[src/hw/rtl/iam_pkg.sv]
// ---------------------------------------------------------------------------
// iam_pkg - shared types and constants for the interval availability monitor
// Word formats, opcodes, status codes and sequencer states.
// ---------------------------------------------------------------------------
package iam_pkg;

    localparam int NUM_TYPES_DEF  = 32;
    localparam int COUNT_BITS_DEF = 16;
    localparam logic [31:0] DEFAULT_INTERVAL = 32'd120000000;
    localparam logic [7:0]  VERDICT_CAP      = 8'd63;
    localparam logic [7:0]  CATCH_UP_RESET   = 8'd30;

    localparam logic [1:0] OP_START  = 2'd0;
    localparam logic [1:0] OP_DONE   = 2'd1;
    localparam logic [1:0] OP_TIME   = 2'd2;
    localparam logic [1:0] OP_UNDEF  = 2'd3;

    localparam logic [1:0] ST_OK      = 2'd0;
    localparam logic [1:0] ST_IGNORED = 2'd1;
    localparam logic [1:0] ST_DOUBLE  = 2'd2;
    localparam logic [1:0] ST_NOSTAMP = 2'd3;

    localparam logic [1:0] REG_ENABLE   = 2'd0;
    localparam logic [1:0] REG_INTERVAL = 2'd1;
    localparam logic [1:0] REG_MASK     = 2'd2;
    localparam logic [1:0] REG_CATCHUP  = 2'd3;

    typedef struct packed {
        logic [1:0]  operation;
        logic [63:0] now_us;
        logic [4:0]  request_type;
        logic [31:0] start_stamp;
        logic        reply_eio;
    } iam_in_t;

    typedef struct packed {
        logic        kind;
        logic        interval_available;
        logic [31:0] type_available_mask;
        logic [31:0] new_stamp;
        logic [1:0]  status;
        logic [63:0] missing_intervals;
        logic        last;
    } iam_out_t;

    typedef enum logic [3:0] {
        S_IDLE,
        S_DIV,
        S_DIVDONE,
        S_CHECK,
        S_ROLL,
        S_ROLLEND,
        S_MISS,
        S_APPLY,
        S_EMIT
    } iam_state_t;

    // divider control from the sequencer
    typedef struct packed {
        logic        start;
        logic [63:0] dividend;
    } iam_div_req_t;

    typedef struct packed {
        logic        busy;
        logic        done;
        logic [63:0] quotient;
        logic [31:0] remainder;
    } iam_div_rsp_t;

endpackage

[src/hw/rtl/iam_divider.sv]
// ---------------------------------------------------------------------------
// iam_divider - radix-2 restoring divider
// 64-bit dividend by 32-bit divisor, one quotient bit per cycle.
// ---------------------------------------------------------------------------
module iam_divider
(
    input  logic                  clk,
    input  logic                  rst_n,
    input  iam_pkg::iam_div_req_t req,
    input  logic [31:0]           divisor,
    output iam_pkg::iam_div_rsp_t rsp
);
    import iam_pkg::*;

    logic [63:0] quo_reg, quo_next;
    logic [32:0] rem_reg, rem_next;
    logic [6:0]  cnt_reg, cnt_next;
    logic        busy_reg, busy_next;
    logic        done_reg, done_next;
    logic [32:0] trial;

    always_comb
    begin
        quo_next  = quo_reg;
        rem_next  = rem_reg;
        cnt_next  = cnt_reg;
        busy_next = busy_reg;
        done_next = 1'b0;
        trial     = {rem_reg[31:0], quo_reg[63]};
        if (req.start)
        begin
            quo_next  = req.dividend;
            rem_next  = '0;
            cnt_next  = 7'd64;
            busy_next = 1'b1;
        end
        else if (busy_reg)
        begin
            if (trial >= {1'b0, divisor})
            begin
                rem_next = trial - {1'b0, divisor};
                quo_next = {quo_reg[62:0], 1'b1};
            end
            else
            begin
                rem_next = trial;
                quo_next = {quo_reg[62:0], 1'b0};
            end
            cnt_next = cnt_reg - 7'd1;
            if (cnt_reg == 7'd1)
            begin
                busy_next = 1'b0;
                done_next = 1'b1;
            end
        end
    end

    always_ff @(posedge clk or negedge rst_n)
    begin
        if (!rst_n)
        begin
            cnt_reg  <= '0;
            busy_reg <= 1'b0;
            done_reg <= 1'b0;
        end
        else
        begin
            cnt_reg  <= cnt_next;
            busy_reg <= busy_next;
            done_reg <= done_next;
        end
    end

    always_ff @(posedge clk)
    begin
        quo_reg <= quo_next;
        rem_reg <= rem_next;
    end

    assign rsp.busy      = busy_reg;
    assign rsp.done      = done_reg;
    assign rsp.quotient  = quo_reg;
    assign rsp.remainder = rem_reg[31:0];

endmodule

[config.mk]
export PLATFORM = sky130hd
export DESIGN_NAME = iam_divider
export DESIGN_NICKNAME = d
export VERILOG_FILES = /design/src/hw/rtl/iam_pkg.sv /design/src/hw/rtl/iam_divider.sv
export SDC_FILE = /design/constraint.sdc
export NUM_CORES = 1
export LEC_CHECK = 0
export BUFFER_PORTS_ARGS = -buffer_cell sky130_fd_sc_hd__buf_2
export CORE_MARGIN = 8
export CORE_UTILIZATION = 30
export CTS_CLUSTER_SIZE = 14
export DETAILED_ROUTE_END_ITERATION = 8
export GPL_TIMING_DRIVEN = 0
export SKIP_LAST_GASP = 1
export SYNTH_ARGS = -nofsm -noshare
export SYNTH_HDL_FRONTEND = slang
export SYNTH_SLANG_ARGS = --single-unit
[constraint.sdc]
create_clock -name clk -period 4.55 [get_ports clk]
set_input_delay 1.1375 -clock clk [delete_from_list [all_inputs] [get_ports clk]]
set_output_delay 1.1375 -clock clk [all_outputs]
set_load 0.02 [all_outputs]
* Word level (Yosys, flattened, before mapping)
Cells that the tools add are included.
** Word-level totals
- Flip-flop bits (word level) :: 105
- Output and inout port bits :: 98
- Logic and storage cells :: 22
** Cells by class
- $add $sub $neg :: 2
- Magnitude comparators :: 1
- Equal/unequal tests :: 1
- Mux-type cells :: 12
- Reductions and logical operators :: 1
** Operators by type and width (count)
- 64-bit 2-to-1 mux :: 2
- 33-bit by 32-bit greater-or-equal comparator with 1-bit output :: 1
- 32-bit 2-to-1 mux :: 1
- 32-bit subtractor :: 1
- 7-bit 2-to-1 mux :: 2
- 7-bit by 1-bit equality test with 1-bit output, second input constant :: 1
- 1-bit 2-to-1 mux :: 7
- 7-bit by 1-bit subtractor with 7-bit output, second input constant :: 1
- 2-bit nonzero test :: 1

* Logic depth before layout (Yosys ltp)
- Depth in word-level cells :: 4
- Gate-level depth with buffers :: 14

* Worst setup path before layout
OpenSTA, ideal clock, no wires.
- Path kind :: input to register
- Start point :: input port divisor[0]
- End point :: register rem_reg[30]
- Library setup time :: 0.078 ns
- Data arrival time :: 3.637 ns
- Required time :: 4.472 ns
- Slack :: 0.835 ns
- Stages on the path :: 12
- Path buffers :: 0
- Cells stage by stage :: ha_1 -> inv_1 -> fa_1 -> a21o_1 -> a221oi_1 -> nor3b_1 -> nor4_1 -> o31ai_1 -> a221o_1 -> xnor2_1 -> o211a_1 -> nor3_1
** On the way
- Cells in the longest elaborated chain, start to end :: 2
** RTL lines
- start, declared :: RTL line iam_divider.sv:10 : input logic [31:0] divisor,
- 32-bit subtractor or 33-bit by 32-bit greater-or-equal comparator with 1-bit output (tied branches) :: RTL line iam_divider.sv:41, iam_divider.sv:39
- 32-bit 2-to-1 mux * :: RTL line iam_divider.sv:39 : if (trial >= {1'b0, divisor})
- end signal, assigned :: RTL line iam_divider.sv:77 : rem_reg <= rem_next;
- end, declared :: RTL line iam_divider.sv:16 : logic [32:0] rem_reg, rem_next;
Mark *: on every way between the ends. The rest lies on a longest branch, timed or not.
A chain may end at the register's enable or synchronous reset.

* Worst setup path in the final report
Same ends and word-level chain as after synthesis.

==> impl_metrics.csv <==
group,metric,value,unit
finish,syn_to_final_growth,25.4,%
pwr,seqPwrFrac,0.313,
cts,insertion_delay,0.37,ns
drt,dr.pass1.iters,5,
timing,max_slew_margin,0.524,
finish,drive_above_1_share,0.355,
timing,fmax,246,MHz
setup_path,path_max_fanout,4,
grt,grt_max_degree,62,
timing,final_hold_viol_count,0,
floorplan,placementRows,53,
synthesis,syn_nets,762,
drt,detail-route-antenna-nets,0,
drt,wl_per_cell,17.8,um
synthesis,postSynthCellCount,628,
synthesis,yosysUniqueCellTypes,63,
setup_path,path_cells,"buf_2, ha_1, inv_1, fa_1, a21o_1, a221oi_1, nor3b_1, nor4_1, o31ai_1, a221o_1, xnor2_1, o211a_1, nor3_1",
setup_path,cp.required,4.84,ns
setup_path,worstPathArrival,4.34,ns
synthesis,synth_warnings,0,
cts,cts_sinks,105,
timing,finalSetupViolCount,0,
pwr,combPwrFrac,0.517,
finish,largest_reg_flops,64,
placement,pre_cts_ws,0.169,ns
cts,cts_tree,"done",
setup_path,crit_family,"compound AO/OA/AOI/OAI gates",
timing,fin_crit_sh,0.892,
setup_path,startpoint_type,"input port",
pwr,pwr_density_cell,576,mW/mm^2
floorplan,core,0.0211,mm^2
floorplan,die_y,163,um
pwr,p_sw,2.02,mW
setup_path,worst-path-buf-inv,2,
finish,final_cell_mix,"200 x buf_2, 66 x nor2_1, 64 x mux2_2, 64 x edfxtp_1, 50 x a21oi_1",
grt,grt_use_total,0.147,
synthesis,synth_edf_count,64,
synthesis,synth_top_flop_cell,"edfxtp_1",
setup_path,endpoint_kind,"flop",
setup_path,cpMaxStageDelayCell,"a221oi_1",
synthesis,postSynthAreaPerCell,10.3,um^2
timing,min_period,4.06,ns
placement,dp_hpwl,15500,um
pwr,intPower,2.63,mW
outcome,status,"finished clean",
cts,ctsHoldBuffers,0,
timing,setup_slack,0.493,ns
placement,io_buffer_count,195,
timing,worstMarginPinSlew,0.714,ns
hold_path,worst_hold_path_type,"flop to flop",
cts,clockBufferDepth,2,
drt,drc,0,
pwr,leakage,3.72,nW
timing,drv_slew,0,
cts,root_buffer,"clkbuf_16",
drt,vias_per_cell,4.91,
drt,first_iter_violations,367,
floorplan,start_util,0.306,
cts,cts_made_buffers,9,
timing,clock_skew,0.0104,ns
placement,place.gp.congestion,0.859,
grt,grt_antenna_before_repair,1,
setup_path,crit_type,"input port to flop",
pwr,switching_share,0.435,
synthesis,yosysSeqAreaShare,0.432,
finish,layout_commonest_cell,"buf_2",
grt,first_global_vias,5482,
floorplan,ioPinCount,197,
floorplan,dieArea,0.0264,mm^2
job,maxCapViolCount,0,
drt,routed_wl,19800,um
cts,cts.repair.resized,0,
finish,nNetsFinal,969,
timing,tns,0,ns
synthesis,ys_ff_latch,105,
timing,rsz0062_at_grt,"false",
grt,overflow,0,
floorplan,die_width,163,um
cts,post-cts-setup-buffer-count,0,
pwr,peakVddDrop,227,uV
pwr,clkPwrFrac,0.170,
synthesis,synthArstFlopShare,0.0857,
synthesis,synth_area,0.00645,mm^2
setup_path,crit_path_max_incr_delay,0.62,ns
grt,grt_pass1_wl,30700,um
cts,clk_pin_slew,0.07,ns
cts,h-tree-depth,3,
drt,dr_total_vias,5475,
## final cells by class
cell class | count | area, um^2
multi-input combinational | 441 | 3300
buffer | 35 | 183
tap | 275 | 344
inverter | 47 | 176
timing repair buffer | 196 | 1000
clock buffer | 10 | 229
fill | 2186 | 13000
sequential | 105 | 2790
clock inverter | 6 | 57.6
antenna | 1 | 2.50
## worst min-delay path, stage by stage, from the launching register on
cell,delay (ns)
dfxtp_1,0.34
nor2_1,0.09
a211oi_1,0.05
## synth_stat cells, types with 3 or more instances
cell      instances  share of area
inv_1            47          0.027
o221ai_1          3         0.0041
nor2_1           66          0.038
nand2b_1          5         0.0049
and3_1            5         0.0049
a31oi_1           5         0.0049
a21o_1            7         0.0082
o21ai_0          15          0.012
dfxtp_1          32          0.099
nand4_1           3         0.0029
xor2_1           14          0.019
nand3_1           6         0.0047
o21bai_1          3         0.0035
mux2i_1          16          0.025
o31ai_1           4         0.0047
buf_6             4         0.0070
mux2_2           64           0.11
edfxtp_1         64           0.30
buf_4             4         0.0047
nor2b_1           5         0.0049
nand3b_1          5         0.0058
buf_2             5         0.0039
dfrtp_1           9          0.035
o21ai_1           4         0.0031
nor3b_1           3         0.0035
nor3_1            9         0.0070
a211oi_1         32          0.037
nor4_1            5         0.0049
clkbuf_1         20          0.012
ha_1             34          0.066
xnor2_1          18          0.024
o211ai_1          3         0.0035
a21oi_1          50          0.039
nand2_1          25          0.015
## per-layer routing
metal  track usage  wire, um  share of wire  vias up
met5             0         0              0        -
met4        0.0626       500          0.025        0
met3        0.0258       988          0.050       32
met2         0.234      9260           0.47      158
met1         0.194      9070           0.46     2571
li1              -         -              -     2714
## through the flow
stage                     power, mW  std cells  hold WS [ns]  instance area (um^2)  utilization
after floorplan                3.20        628         0.478                  6450            -
after detailed placement       3.87       1099         0.503                  7800        0.370
after global routing           5.00       1116         0.540                  8090        0.383
after global placement         3.85       1098         0.501                  7770        0.368
after CTS                      4.69       1115         0.522                  8080        0.383
final                          4.66       1116         0.520                  8090        0.383
## power groups by stage
stage,clock network [mW],registers [mW],logic [mW]
global placement,0,1.48,2.38
CTS,0.817,1.46,2.41
global route,0.851,1.50,2.66
floorplan,0,1.69,1.51
detailed placement,0,1.48,2.40
finish,0.791,1.46,2.41
## cell families after synthesis
group | share of synthesized area
buffers and inverters | 0.0557
flip-flops | 0.432
AO/OA/AOI/OAI | 0.154
adder cells (fa/ha/maj) | 0.0691
AND/OR/NAND/NOR | 0.107
multiplexers | 0.138
XOR/XNOR | 0.0435
## path summary, 6_finish.rpt
path / slack, ns / from / depth (start not counted) / endpoint
setup / recovery: 0.49 / divisor[0] / 13 / rem_reg[30]
hold / removal: 0.52 / rem_reg[5] / 2 / rem_reg[5]
setup reg to reg: 0.86 / quo_reg[63] / 13 / rem_reg[30]
hold reg to reg: 0.52 / rem_reg[5] / 2 / rem_reg[5]
max in group asynchronous: 3.74 / rst_n / 1 / cnt_reg[0]
min in group asynchronous: 0.62 / rst_n / 1 / busy_reg
Note: power is estimated with default switching activity, not from simulation.
